**config.mk**
```make
export PLATFORM = sky130hd
export DESIGN_NAME = impact_ordered_task_queue_unit_flat
export DESIGN_NICKNAME = d
export VERILOG_FILES = /design/src/rtl/core/ioq_pkg.sv /design/src/rtl/core/ioq_if.sv /design/src/rtl/core/ioq_alu.sv /design/src/rtl/core/ioq_store.sv /design/src/rtl/core/impact_ordered_task_queue_unit.sv /design/src/flat_wrapper.sv
export SDC_FILE = /design/constraint.sdc
export NUM_CORES = 2
export LEC_CHECK = 0
export ABC_CLOCK_PERIOD_IN_PS = 10900
export BUFFER_PORTS_ARGS = -buffer_cell sky130_fd_sc_hd__buf_4
export CORE_MARGIN = 2
export CORE_UTILIZATION = 35
export DETAILED_ROUTE_END_ITERATION = 16
export HOLD_SLACK_MARGIN = 0.08
export MAX_ROUTING_LAYER = met4
export PLACE_DENSITY = 0.62
export SYNTH_ARGS = -nofsm -noshare
export SYNTH_HDL_FRONTEND = slang
export SYNTH_SLANG_ARGS = --single-unit
```
**constraint.sdc**
```tcl
create_clock -name i_clk -period 10.9 [get_ports i_clk]
set_input_delay 0.545 -clock i_clk [delete_from_list [all_inputs] [get_ports i_clk]]
set_output_delay 0.545 -clock i_clk [all_outputs]
set_load 0.03 [all_outputs]
```
**src/rtl/core/ioq_pkg.sv**
```systemverilog
// Shared types, constants and register codes of the impact-ordered task queue.
package ioq_pkg;

    localparam int QUEUE_DEPTH_DEF = 16;

    localparam int TASK_W    = 8;
    localparam int COH_W     = 32;
    localparam int SCORE_W   = 34;
    localparam int BOOST_W   = 17;
    localparam int STATUS_W  = 2;
    localparam int OCC_W     = 5;
    localparam int CFG_IDX_W = 2;
    localparam int CFG_W     = 32;

    localparam logic [CFG_IDX_W-1:0] CFG_ALIGN_THR  = 2'd0;
    localparam logic [CFG_IDX_W-1:0] CFG_CONS_THR   = 2'd1;
    localparam logic [CFG_IDX_W-1:0] CFG_CONS_BOOST = 2'd2;

    localparam logic [COH_W-1:0]   ALIGN_THR_RST  = 32'h0000_8000;
    localparam logic [COH_W-1:0]   CONS_THR_RST   = 32'h0000_C000;
    localparam logic [BOOST_W-1:0] CONS_BOOST_RST = 17'h1_0000;

    localparam logic MODE_ENQ = 1'b0;
    localparam logic MODE_DEQ = 1'b1;

    typedef enum logic [STATUS_W-1:0] {
        ST_OK        = 2'd0,
        ST_FULL      = 2'd1,
        ST_NOT_FOUND = 2'd2
    } t_status;

    typedef struct packed {
        logic               sub;
        logic [SCORE_W-1:0] a;
        logic [SCORE_W-1:0] b;
    } t_alu_req;

    typedef struct packed {
        logic [TASK_W-1:0]  task_id;
        logic [SCORE_W-1:0] score;
    } t_slot;

endpackage

```
**src/rtl/core/ioq_if.sv**
```systemverilog
// Valid/ready channel interfaces for the task queue input and result words.
interface ioq_in_if;
    logic                       valid;
    logic                       ready;
    logic                       mode;
    logic [ioq_pkg::TASK_W-1:0] task_id;
    logic [ioq_pkg::COH_W-1:0]  current_coherence;
    logic [ioq_pkg::COH_W-1:0]  target_coherence;
    logic [ioq_pkg::COH_W-1:0]  align_metric;
    logic [ioq_pkg::COH_W-1:0]  consist_metric;

    modport source (
        output valid, mode, task_id, current_coherence, target_coherence,
               align_metric, consist_metric,
        input  ready
    );
    modport sink (
        input  valid, mode, task_id, current_coherence, target_coherence,
               align_metric, consist_metric,
        output ready
    );
endinterface

interface ioq_out_if;
    logic                         valid;
    logic                         ready;
    logic [ioq_pkg::STATUS_W-1:0] status;
    logic [ioq_pkg::SCORE_W-1:0]  item_score;
    logic                         head_valid;
    logic [ioq_pkg::TASK_W-1:0]   head_task;
    logic [ioq_pkg::SCORE_W-1:0]  head_score;
    logic [ioq_pkg::OCC_W-1:0]    occupancy;

    modport source (
        output valid, status, item_score, head_valid, head_task, head_score, occupancy,
        input  ready
    );
    modport sink (
        input  valid, status, item_score, head_valid, head_task, head_score, occupancy,
        output ready
    );
endinterface

```
**src/rtl/core/ioq_alu.sv**
```systemverilog
// Shared 34-bit add/subtract unit with borrow out, used for scoring and compares.
module ioq_alu (
    input  ioq_pkg::t_alu_req             i_req,
    output logic [ioq_pkg::SCORE_W-1:0]   o_res,
    output logic                          o_borrow
);

    logic [ioq_pkg::SCORE_W:0]   w_sum;
    logic [ioq_pkg::SCORE_W-1:0] w_b;

    assign w_b      = i_req.sub ? ~i_req.b : i_req.b;
    assign w_sum    = {1'b0, i_req.a} + {1'b0, w_b} + {{ioq_pkg::SCORE_W{1'b0}}, i_req.sub};
    assign o_res    = w_sum[ioq_pkg::SCORE_W-1:0];
    assign o_borrow = i_req.sub & ~w_sum[ioq_pkg::SCORE_W];

endmodule

```
**src/rtl/core/ioq_store.sv**
```systemverilog
// Queue slot memory: one write port, one registered read port.
module ioq_store #(
    parameter int QUEUE_DEPTH = ioq_pkg::QUEUE_DEPTH_DEF,
    localparam int IDX_W      = $clog2(QUEUE_DEPTH)
) (
    input  logic              i_clk,
    input  logic              i_we,
    input  logic [IDX_W-1:0]  i_waddr,
    input  ioq_pkg::t_slot    i_wdata,
    input  logic [IDX_W-1:0]  i_raddr,
    output ioq_pkg::t_slot    o_rdata
);

    ioq_pkg::t_slot r_mem [QUEUE_DEPTH];
    ioq_pkg::t_slot r_rdata;

    always_ff @(posedge i_clk) begin
        if (i_we) begin
            r_mem[i_waddr] <= i_wdata;
        end
        r_rdata <= r_mem[i_raddr];
    end

    assign o_rdata = r_rdata;

endmodule

```
**src/rtl/core/impact_ordered_task_queue_unit.sv**
```systemverilog
// Top level of the impact-ordered task queue: sequencer, configuration and result register.
//
// A run queue of up to QUEUE_DEPTH task ids kept in descending urgency score, earlier
// arrival first among equal scores. Each input word (enqueue with coherence metrics, or
// dequeue by id) yields one result word with status, the computed score, the head task
// and the occupancy after the word. The block takes one word at a time and is not ready
// while it works on it. An enqueue forms the score, then walks the queue from the tail,
// moving each lower-scored task down a slot until the new task is placed (a full queue
// skips the walk); a dequeue reads from the head until the id is found or the end is
// reached, then moves each later task up a slot. The time taken is set by the single
// read port of the slot memory, which is walked one entry at a time, and by the one
// shared subtractor that forms the score in four steps and does every score compare.
// A finished result waits in the output register, and the next word is taken meanwhile;
// its last step holds while the output register still carries an unaccepted word.
// Configuration writes take effect at once and belong between words; a write to an
// unused index is ignored.
module impact_ordered_task_queue_unit #(
    parameter int QUEUE_DEPTH = ioq_pkg::QUEUE_DEPTH_DEF
) (
    input  logic                            i_clk,
    input  logic                            i_rst_n,
    ioq_in_if.sink                          i_in,
    ioq_out_if.source                       o_out,
    input  logic                            i_cfg_we,
    input  logic [ioq_pkg::CFG_IDX_W-1:0]   i_cfg_idx,
    input  logic [ioq_pkg::CFG_W-1:0]       i_cfg_data
);

    localparam int IDX_W = $clog2(QUEUE_DEPTH);
    localparam int CNT_W = $clog2(QUEUE_DEPTH + 1);

    typedef enum logic [3:0] {
        S_IDLE,
        S_DIFF,
        S_ALIGN,
        S_CONS,
        S_BOOST,
        S_INS_RD,
        S_INS_CMP,
        S_DQ_RD,
        S_DQ_CMP,
        S_SH_RD,
        S_SH_WR,
        S_HEAD,
        S_FIN
    } t_state;

    t_state                          r_state;
    logic [CNT_W-1:0]                r_count;
    logic [CNT_W-1:0]                r_idx;

    logic [ioq_pkg::COH_W-1:0]       r_align_thr;
    logic [ioq_pkg::COH_W-1:0]       r_cons_thr;
    logic [ioq_pkg::BOOST_W-1:0]     r_cons_boost;

    logic [ioq_pkg::TASK_W-1:0]      r_id;
    logic [ioq_pkg::COH_W-1:0]       r_cur;
    logic [ioq_pkg::COH_W-1:0]       r_tgt;
    logic [ioq_pkg::COH_W-1:0]       r_align;
    logic [ioq_pkg::COH_W-1:0]       r_cons;

    logic [ioq_pkg::SCORE_W-1:0]     r_drift;
    logic                            r_zero;
    logic                            r_dbl;
    logic                            r_add;
    logic [ioq_pkg::SCORE_W-1:0]     r_score;
    ioq_pkg::t_status                r_status;

    logic                            r_out_valid;
    ioq_pkg::t_status                r_o_status;
    logic [ioq_pkg::SCORE_W-1:0]     r_o_item;
    logic                            r_o_head_valid;
    logic [ioq_pkg::TASK_W-1:0]      r_o_head_task;
    logic [ioq_pkg::SCORE_W-1:0]     r_o_head_score;
    logic [ioq_pkg::OCC_W-1:0]       r_o_occ;

    ioq_pkg::t_alu_req               w_alu_req;
    logic [ioq_pkg::SCORE_W-1:0]     w_alu_res;
    logic                            w_alu_borrow;

    logic                            w_we;
    logic [IDX_W-1:0]                w_waddr;
    ioq_pkg::t_slot                  w_wdata;
    logic [IDX_W-1:0]                w_raddr;
    ioq_pkg::t_slot                  w_rdata;
    ioq_pkg::t_slot                  w_new;

    logic [CNT_W-1:0]                w_idx_dec;
    logic [CNT_W-1:0]                w_idx_inc;
    logic [CNT_W+ioq_pkg::OCC_W-1:0] w_occ_ext;
    logic                            w_full;
    logic                            w_nonempty;

    assign w_idx_dec  = r_idx - CNT_W'(1);
    assign w_idx_inc  = r_idx + CNT_W'(1);
    assign w_occ_ext  = {{ioq_pkg::OCC_W{1'b0}}, r_count};
    assign w_full     = (r_count == CNT_W'(QUEUE_DEPTH));
    assign w_nonempty = (r_count != '0);
    assign w_new      = '{task_id: r_id, score: r_score};

    ioq_alu u_alu (
        .i_req    (w_alu_req),
        .o_res    (w_alu_res),
        .o_borrow (w_alu_borrow)
    );

    ioq_store #(
        .QUEUE_DEPTH (QUEUE_DEPTH)
    ) u_store (
        .i_clk   (i_clk),
        .i_we    (w_we),
        .i_waddr (w_waddr),
        .i_wdata (w_wdata),
        .i_raddr (w_raddr),
        .o_rdata (w_rdata)
    );

    always_comb begin
        w_alu_req = '0;
        w_we      = 1'b0;
        w_waddr   = '0;
        w_wdata   = w_rdata;
        w_raddr   = '0;
        case (r_state)
            S_DIFF: begin
                w_alu_req.sub = 1'b1;
                w_alu_req.a   = {2'b00, r_tgt};
                w_alu_req.b   = {2'b00, r_cur};
            end
            S_ALIGN: begin
                w_alu_req.sub = 1'b1;
                w_alu_req.a   = {2'b00, r_align};
                w_alu_req.b   = {2'b00, r_align_thr};
            end
            S_CONS: begin
                w_alu_req.sub = 1'b1;
                w_alu_req.a   = {2'b00, r_cons};
                w_alu_req.b   = {2'b00, r_cons_thr};
            end
            S_BOOST: begin
                w_alu_req.sub = 1'b0;
                w_alu_req.a   = r_dbl ? {r_drift[ioq_pkg::SCORE_W-2:0], 1'b0} : r_drift;
                w_alu_req.b   = r_add ? {{(ioq_pkg::SCORE_W - ioq_pkg::BOOST_W){1'b0}},
                                         r_cons_boost} : '0;
            end
            S_INS_RD: begin
                if (r_idx == '0) begin
                    w_we    = 1'b1;
                    w_waddr = '0;
                    w_wdata = w_new;
                end else begin
                    w_raddr = w_idx_dec[IDX_W-1:0];
                end
            end
            S_INS_CMP: begin
                w_alu_req.sub = 1'b1;
                w_alu_req.a   = w_rdata.score;
                w_alu_req.b   = r_score;
                w_we          = 1'b1;
                w_waddr       = r_idx[IDX_W-1:0];
                w_wdata       = w_alu_borrow ? w_rdata : w_new;
            end
            S_DQ_RD: begin
                w_raddr = r_idx[IDX_W-1:0];
            end
            S_SH_RD: begin
                w_raddr = w_idx_inc[IDX_W-1:0];
            end
            S_SH_WR: begin
                w_we    = 1'b1;
                w_waddr = r_idx[IDX_W-1:0];
                w_wdata = w_rdata;
            end
            default: begin
            end
        endcase
    end

    always_ff @(posedge i_clk) begin
        if (!i_rst_n) begin
            r_state      <= S_IDLE;
            r_count      <= '0;
            r_out_valid  <= 1'b0;
            r_align_thr  <= ioq_pkg::ALIGN_THR_RST;
            r_cons_thr   <= ioq_pkg::CONS_THR_RST;
            r_cons_boost <= ioq_pkg::CONS_BOOST_RST;
        end else begin
            if (i_cfg_we) begin
                case (i_cfg_idx)
                    ioq_pkg::CFG_ALIGN_THR:  r_align_thr  <= i_cfg_data;
                    ioq_pkg::CFG_CONS_THR:   r_cons_thr   <= i_cfg_data;
                    ioq_pkg::CFG_CONS_BOOST: r_cons_boost <= i_cfg_data[ioq_pkg::BOOST_W-1:0];
                    default: begin
                    end
                endcase
            end

            if (r_out_valid && o_out.ready && r_state != S_FIN) begin
                r_out_valid <= 1'b0;
            end

            case (r_state)
                S_IDLE: begin
                    if (i_in.valid) begin
                        r_id     <= i_in.task_id;
                        r_cur    <= i_in.current_coherence;
                        r_tgt    <= i_in.target_coherence;
                        r_align  <= i_in.align_metric;
                        r_cons   <= i_in.consist_metric;
                        r_score  <= '0;
                        r_status <= ioq_pkg::ST_OK;
                        r_idx    <= '0;
                        r_state  <= (i_in.mode == ioq_pkg::MODE_DEQ) ? S_DQ_RD : S_DIFF;
                    end
                end
                S_DIFF: begin
                    r_drift <= w_alu_res;
                    r_zero  <= w_alu_borrow | (w_alu_res == '0);
                    r_state <= S_ALIGN;
                end
                S_ALIGN: begin
                    r_dbl   <= w_alu_borrow;
                    r_state <= S_CONS;
                end
                S_CONS: begin
                    r_add   <= w_alu_borrow;
                    r_state <= S_BOOST;
                end
                S_BOOST: begin
                    r_score <= r_zero ? '0 : w_alu_res;
                    if (w_full) begin
                        r_status <= ioq_pkg::ST_FULL;
                        r_state  <= S_HEAD;
                    end else begin
                        r_idx   <= r_count;
                        r_state <= S_INS_RD;
                    end
                end
                S_INS_RD: begin
                    if (r_idx == '0) begin
                        r_count <= r_count + CNT_W'(1);
                        r_state <= S_HEAD;
                    end else begin
                        r_state <= S_INS_CMP;
                    end
                end
                S_INS_CMP: begin
                    if (w_alu_borrow) begin
                        r_idx   <= w_idx_dec;
                        r_state <= S_INS_RD;
                    end else begin
                        r_count <= r_count + CNT_W'(1);
                        r_state <= S_HEAD;
                    end
                end
                S_DQ_RD: begin
                    if (r_idx == r_count) begin
                        r_status <= ioq_pkg::ST_NOT_FOUND;
                        r_state  <= S_HEAD;
                    end else begin
                        r_state <= S_DQ_CMP;
                    end
                end
                S_DQ_CMP: begin
                    if (w_rdata.task_id == r_id) begin
                        r_state <= S_SH_RD;
                    end else begin
                        r_idx   <= w_idx_inc;
                        r_state <= S_DQ_RD;
                    end
                end
                S_SH_RD: begin
                    if (w_idx_inc == r_count) begin
                        r_count <= r_count - CNT_W'(1);
                        r_state <= S_HEAD;
                    end else begin
                        r_state <= S_SH_WR;
                    end
                end
                S_SH_WR: begin
                    r_idx   <= w_idx_inc;
                    r_state <= S_SH_RD;
                end
                S_HEAD: begin
                    r_state <= S_FIN;
                end
                S_FIN: begin
                    if (!r_out_valid || o_out.ready) begin
                        r_out_valid    <= 1'b1;
                        r_o_status     <= r_status;
                        r_o_item       <= r_score;
                        r_o_head_valid <= w_nonempty;
                        r_o_head_task  <= w_nonempty ? w_rdata.task_id : '0;
                        r_o_head_score <= w_nonempty ? w_rdata.score : '0;
                        r_o_occ        <= w_occ_ext[ioq_pkg::OCC_W-1:0];
                        r_state        <= S_IDLE;
                    end
                end
                default: begin
                    r_state <= S_IDLE;
                end
            endcase
        end
    end

    assign i_in.ready       = (r_state == S_IDLE);
    assign o_out.valid      = r_out_valid;
    assign o_out.status     = r_o_status;
    assign o_out.item_score = r_o_item;
    assign o_out.head_valid = r_o_head_valid;
    assign o_out.head_task  = r_o_head_task;
    assign o_out.head_score = r_o_head_score;
    assign o_out.occupancy  = r_o_occ;

endmodule

```
**src/flat_wrapper.sv**
```systemverilog
// flat-port wrapper written by rule: the top's interface ports become plain ports
module impact_ordered_task_queue_unit_flat 
#(
    parameter int QUEUE_DEPTH = ioq_pkg::QUEUE_DEPTH_DEF
)
  (i_clk, i_rst_n, i_cfg_we, i_cfg_idx, i_cfg_data, i_in_valid, i_in_mode, i_in_task_id, i_in_current_coherence, i_in_target_coherence, i_in_align_metric, i_in_consist_metric, i_in_ready, o_out_valid, o_out_status, o_out_item_score, o_out_head_valid, o_out_head_task, o_out_head_score, o_out_occupancy, o_out_ready);
  ioq_in_if i_in_i ();
  ioq_out_if o_out_i ();
  input  logic i_clk;
  input  logic i_rst_n;
  input  logic i_cfg_we;
  input  logic [ioq_pkg::CFG_IDX_W-1:0] i_cfg_idx;
  input  logic [ioq_pkg::CFG_W-1:0] i_cfg_data;
  input wire logic [$bits(i_in_i.valid)-1:0] i_in_valid;
  input wire logic [$bits(i_in_i.mode)-1:0] i_in_mode;
  input wire logic [$bits(i_in_i.task_id)-1:0] i_in_task_id;
  input wire logic [$bits(i_in_i.current_coherence)-1:0] i_in_current_coherence;
  input wire logic [$bits(i_in_i.target_coherence)-1:0] i_in_target_coherence;
  input wire logic [$bits(i_in_i.align_metric)-1:0] i_in_align_metric;
  input wire logic [$bits(i_in_i.consist_metric)-1:0] i_in_consist_metric;
  output wire logic [$bits(i_in_i.ready)-1:0] i_in_ready;
  output wire logic [$bits(o_out_i.valid)-1:0] o_out_valid;
  output wire logic [$bits(o_out_i.status)-1:0] o_out_status;
  output wire logic [$bits(o_out_i.item_score)-1:0] o_out_item_score;
  output wire logic [$bits(o_out_i.head_valid)-1:0] o_out_head_valid;
  output wire logic [$bits(o_out_i.head_task)-1:0] o_out_head_task;
  output wire logic [$bits(o_out_i.head_score)-1:0] o_out_head_score;
  output wire logic [$bits(o_out_i.occupancy)-1:0] o_out_occupancy;
  input wire logic [$bits(o_out_i.ready)-1:0] o_out_ready;
  assign i_in_i.valid = i_in_valid;
  assign i_in_i.mode = i_in_mode;
  assign i_in_i.task_id = i_in_task_id;
  assign i_in_i.current_coherence = i_in_current_coherence;
  assign i_in_i.target_coherence = i_in_target_coherence;
  assign i_in_i.align_metric = i_in_align_metric;
  assign i_in_i.consist_metric = i_in_consist_metric;
  assign i_in_ready = i_in_i.ready;
  assign o_out_valid = o_out_i.valid;
  assign o_out_status = o_out_i.status;
  assign o_out_item_score = o_out_i.item_score;
  assign o_out_head_valid = o_out_i.head_valid;
  assign o_out_head_task = o_out_i.head_task;
  assign o_out_head_score = o_out_i.head_score;
  assign o_out_occupancy = o_out_i.occupancy;
  assign o_out_i.ready = o_out_ready;
  impact_ordered_task_queue_unit #(.QUEUE_DEPTH(QUEUE_DEPTH)) u_core (.i_clk(i_clk), .i_rst_n(i_rst_n), .i_in(i_in_i), .o_out(o_out_i), .i_cfg_we(i_cfg_we), .i_cfg_idx(i_cfg_idx), .i_cfg_data(i_cfg_data));
endmodule
```
* After elaboration in Yosys (flattened, before gate mapping)
Memories as Yosys holds them, arrays and structs flattened. A register that Yosys moved wholly into a read port is not among the register bits.
Cells that the tools add are included.
** Operators by class
- $add $sub $neg :: 6
- Equal/unequal tests :: 29
- Reductions and logical operators :: 27
- Bitwise gates (word level) :: 4
- Mux-type cells :: 43
** Operators with widths (count)
- $pmux W69 S5 :: 1
- $mux W34 :: 4
- $mux W42 :: 2
- $pmux W42 S2 :: 1
- $pmux W34 S2 :: 1
- $pmux W4 S13 :: 1
- $add A34 B34 Y35 :: 1
- $add A35 B1 Y35 :: 1
- $mux W5 :: 7
- $logic_not A34 Y1 :: 1
- $not A34 Y34 :: 1
- $mux W4 :: 8
- $pmux W5 S5 :: 1
- $eq A4 B4 Y1 const B :: 5
- $mux W17 :: 1
- $eq A4 B3 Y1 const B :: 4
- $pmux W5 S3 :: 1
- $reduce_and A2 Y1 :: 7
- $ne A2 B1 Y1 const B :: 6
- $pmux W4 S3 :: 1
- $add A5 B1 Y5 const B :: 2
- $eq A5 B5 Y1 :: 2
- $reduce_bool A5 Y1 :: 2
- $sub A5 B1 Y5 const B :: 2
- other kinds (29) :: 46
** Storage, ports and cells
- Bits of input ports :: 176
- Memories :: 1
- Logic and storage cells :: 134
- Register bits :: 389
- Output and inout bits :: 86
- RAM bits :: 672
** Memory list
- u_core.u_store.r_mem :: words 16, bits a word 42, rd ports 1, clocked after Yosys merged registers in 1, write ports 1, line ioq_store.sv:14 : ioq_pkg::t_slot r_mem [QUEUE_DEPTH];

* Longest topological paths before layout
- Depth in word-level cells :: 10
- Gate-level depth with buffers :: 23
- Mapped depth without buffers :: 17

* By module
A second synthesis with hierarchy kept.
** Second synthesis, totals
- Cells, all modules :: 2763
- Area total of the unflattened synthesis :: 45132.0 sq um
** By module, submodules not included
- ioq_store :: seq. area each 21020.2 sq um, cells each 1092, instances 1, area each 26058.7 sq um
- impact_ordered_task_queue_unit :: seq. area each 10770.3 sq um, cells each 1314, instances 1, area each 16502.1 sq um
- ioq_alu :: seq. area each 0.0 sq um, cells each 357, instances 1, area each 2571.2 sq um

* Least setup slack after synthesis
OpenSTA, ideal clock, no wires.
- Path type :: flip-flop to flip-flop
- From :: reg u_core.r_state[2]
- To :: reg u_core.r_o_head_score, in the netlist u_core.o_out.head_score[0], enable pin
- Arrival time :: 9086 ps
- Period minus slack after synthesis :: 9818 ps
- Buffers on the path :: 3
- Data required time :: 10168 ps
- Setup slack :: 1082 ps
- Setup time :: 732 ps
- Stages on the path, launching flop included :: 6
- Cells stage by stage :: dfxtp_1 > buf_4 > clkbuf_1 > buf_1 > nand2_1 > nor4_1
** On the way
- Word-level cells in the longest chain between the ends :: 2
** RTL lines
- from (decl) :: line impact_ordered_task_queue_unit.sv:48 : t_state r_state;
- from (signal assigned) :: line impact_ordered_task_queue_unit.sv:213 : r_state <= (i_in.mode == ioq_pkg::MODE_DEQ) ? S_DQ_RD : S_DIFF;
- $eq A4 B4 Y1 :: line impact_ordered_task_queue_unit.sv:202 : case (r_state)
- $reduce_and A3 Y1 (no source line)
- to (signal assigned) :: line impact_ordered_task_queue_unit.sv:294 : r_o_head_score <= w_nonempty ? w_rdata.score : '0;
- to (decl) :: line impact_ordered_task_queue_unit.sv:74 : logic [ioq_pkg::SCORE_W-1:0] r_o_head_score;
Every way passes these cells.
A chain may end at the register's enable or synchronous reset.

==> results.yml <==
global_route:
  grt_pass1_wl_microns: 192200
  antenna_found_initial: 6
  grt_pass1_vias: 29813
  grt_max_degree: 193
  grt.overflow.total: 0
  grt.total_usage: 0.1971
timing:
  finalHoldViolCount: 0
  min_period_over_period: 0.7489
  slew_headroom: 0.2735
  period_minus_slack_ns: 8.163
  slew_viol_final: 0
  tightest_slew_ns: 1.090
  max_freq_mhz: 122.5
  setup_ws_ns: 2.737
  setup_tns_ns: 0
  rsz0062_at_grt: "no"
  skew_ns: 0.03753
  finalSetupViolCount: 0
critical_path:
  cp-end-kind: "flop"
  crit_arrival_ns: 8.56
  crit_fanout: 37
  setup.worst_path.start_class: "flop"
  path_class: "reg2reg"
  cp_data_required_time_ns: 11.30
placement:
  placed_cell_area_sq_mm: 0.04956
  io_buffers: 261
  dp_slack_ns: 2.749
  routabilityCongestion: 0.9425
  place_hpwl_microns: 76070
layout:
  postLayoutCellArea_sq_mm: 0.05465
  syn_to_final_growth_pct: 19.46
  drive_gt1_frac: 0.1361
  final_common_cell: "edfxtp_1"
  layout_common_cells: "970 x edfxtp_1, 952 x nand2_1, 302 x buf_4, 259 x a21oi_1, 224 x nand3_1"
  fin_nets: 4275
  fillers: 11792
power_and_ir_drop:
  power.leakage_nw: 19.19
  irDropWorstVdd_mv: 0.1728
  powerDensity_mw_per_mm2: 253.1
yosys:
  syn_inst: 3744
  ys_warn_count: 0
  ys_ff_latch: 1103
  syn_nets: 3960
  ys.flop_type: "edfxtp_1"
  netlist_area_sq_mm: 0.04575
  synth_cell_types: 71
  yosysSeqAreaShare: 0.6949
  synth_edf_count: 970
  syn_area_per_cell_sq_um: 12.22
  async_reset_ff_frac: 0
clocking:
  h-tree-depth: 3
  cts_made_buffers: 107
  cts_max_path_buffers: 3
  clk_pin_slew_worst_paths_ns: 0.06
  clockRootBuffer: "clkbuf_16"
  ctsResizeCount: 0
  cts_setup_buffers: 0
  cts_sinks: 1103
  clk_latency_ns: 0.71
  cts_tree: "yes"
routing:
  via_per_inst: 5.308
  antenna_left: 0
  post_drt_wl_per_cell_microns: 22.48
  routed_wl_microns: 132600
  remaining_drc_errors: 0
  drt_iter0_drc: 3133
  vias: 31311
  dr.pass1.iters: 5
floorplan:
  die-area_sq_mm: 0.1336
  rows: 132
  die_w_microns: 365.5
  start_util: 0.3529
  die_h_microns: 365.5
  io_pins: 262
  core_sq_mm: 0.1296
status:
  status: "complete, no violations"
min_path:
  hp-class: "in2reg"
flow_run:
  maxCapViolations: 0
==> power by group <==
group / switching (mW) / internal, mW
clock: 1.64 / 2.15
sequential: 0.393 / 5.53
combinational: 2.84 / 1.29
total: 4.87 / 8.96
==> state kept, by name, summed over array words and instances, names as in the netlist, 34 cells and up <==
name	count
u_core.o_out.head_score	34
u_core.u_store.r_mem	672
u_core.r_drift	34
u_core.r_score	34
u_core.o_out.item_score	34
u_core.u_store.o_rdata	42
==> final timing paths <==
| path | from | end | slack, ns | depth (start not counted) |
|---|---|---|---|---|
| max | u_core.r_state[2]$_SDFFE_PN0P_ | u_core.u_store.r_mem[9][25]$_DFFE_PP_ | 2.74 | 18 |
| min | i_cfg_data[19] | u_core.r_cons_thr[19]$_SDFFE_PN0P_ | 0.11 | 3 |
| max reg2reg | u_core.r_state[2]$_SDFFE_PN0P_ | u_core.u_store.r_mem[9][25]$_DFFE_PP_ | 2.74 | 18 |
| min reg2reg | u_core.r_align_thr[23]$_SDFFE_PN0P_ | u_core.r_align_thr[23]$_SDFFE_PN0P_ | 0.45 | 2 |
==> layer usage <==
metal,routed length (microns),GRT usage,vias up
met1,54980,0.2528,15474
met4,3064,0.05293,0
met3,9486,0.02864,196
li1,-,-,14390
met2,65100,0.3266,1251
met5,0,-,-
==> critical path, cell delays in order, from the launching register on <==
cell      delay (ns)
dfxtp_1         0.87
or4b_2          1.12
clkinv_4        0.27
and2_1          0.58
a21oi_1         0.15
a211o_1         0.28
a21oi_1         0.14
ha_1            0.32
nand2_1         0.08
o21ai_0         0.45
a22o_1          0.21
a31oi_1         0.08
a21oi_1         0.34
o21ai_1         0.17
a21oi_1         0.59
o21ai_1         0.23
a21oi_4         0.69
buf_4           0.67
mux2_2          0.54
==> metrics by stage <==
step	power, mW	hold slack [ns]	util	instances
final	13.83	0.1135	0.4215	5899
after global placement	9.976	0.4435	0.3822	5545
after floorplan	8.571	0.4003	-	3744
after CTS	13.84	0.08101	0.4214	5893
after detailed placement	10.02	0.4463	0.3822	5545
after global routing	14.44	0.1032	0.4215	5898
==> synthesized netlist by cell type (25+ instances only) <==
| cell type | instances | area [sq um] |
|---|---|---|
| nand2_1 | 952 | 3573 |
| nor2b_1 | 48 | 300.3 |
| mux2_2 | 45 | 506.7 |
| clkbuf_1 | 213 | 799.5 |
| edfxtp_1 | 970 | 29130 |
| ha_1 | 38 | 475.5 |
| xnor2_1 | 27 | 236.5 |
| inv_1 | 45 | 168.9 |
| a311oi_1 | 129 | 1130 |
| nor2_1 | 115 | 431.7 |
| mux2i_1 | 39 | 390.4 |
| buf_1 | 25 | 93.84 |
| a21oi_1 | 263 | 1316 |
| and3_1 | 94 | 588.1 |
| nand3_1 | 224 | 1121 |
| dfxtp_1 | 133 | 2663 |
| o21ai_0 | 32 | 160.2 |
| a22oi_1 | 60 | 450.4 |
| a31oi_1 | 48 | 300.3 |
==> logic make-up (layout without fill, tap and decap cells) <==
logic type,count (synthesis),count (layout),synth area share
AND/OR/NAND/NOR,1538,1538,0.1464
flip-flops,1103,1103,0.6949
AO/OA/AOI/OAI,638,638,0.09397
buffers and inverters,293,700,0.02472
multiplexers,84,84,0.01961
XOR/XNOR,48,48,0.009189
adder cells (fa/ha/maj),40,40,0.01127
other,0,6,0
==> repair_timing <==
action / in CTS / in global routing
endpoints found under the hold margin: 161 / 0
hold buffers: 147 / 0
endpoints found under the setup margin: 0 / 0
==> cell type report <==
class | count | area [sq um] | area share
sequential | 1103 | 31790 | 0.5817
multi-input combinational | 2348 | 13060 | 0.2390
timing repair buffer | 453 | 3819 | 0.06987
clock buffer | 144 | 2928 | 0.05357
tap | 1742 | 2180 | 0.03988
clock inverter | 57 | 680.7 | 0.01245
inverter | 46 | 177.7 | 0.003251
antenna | 6 | 15.01 | 0.0002747
Note: power is estimated with default switching activity, not from simulation.
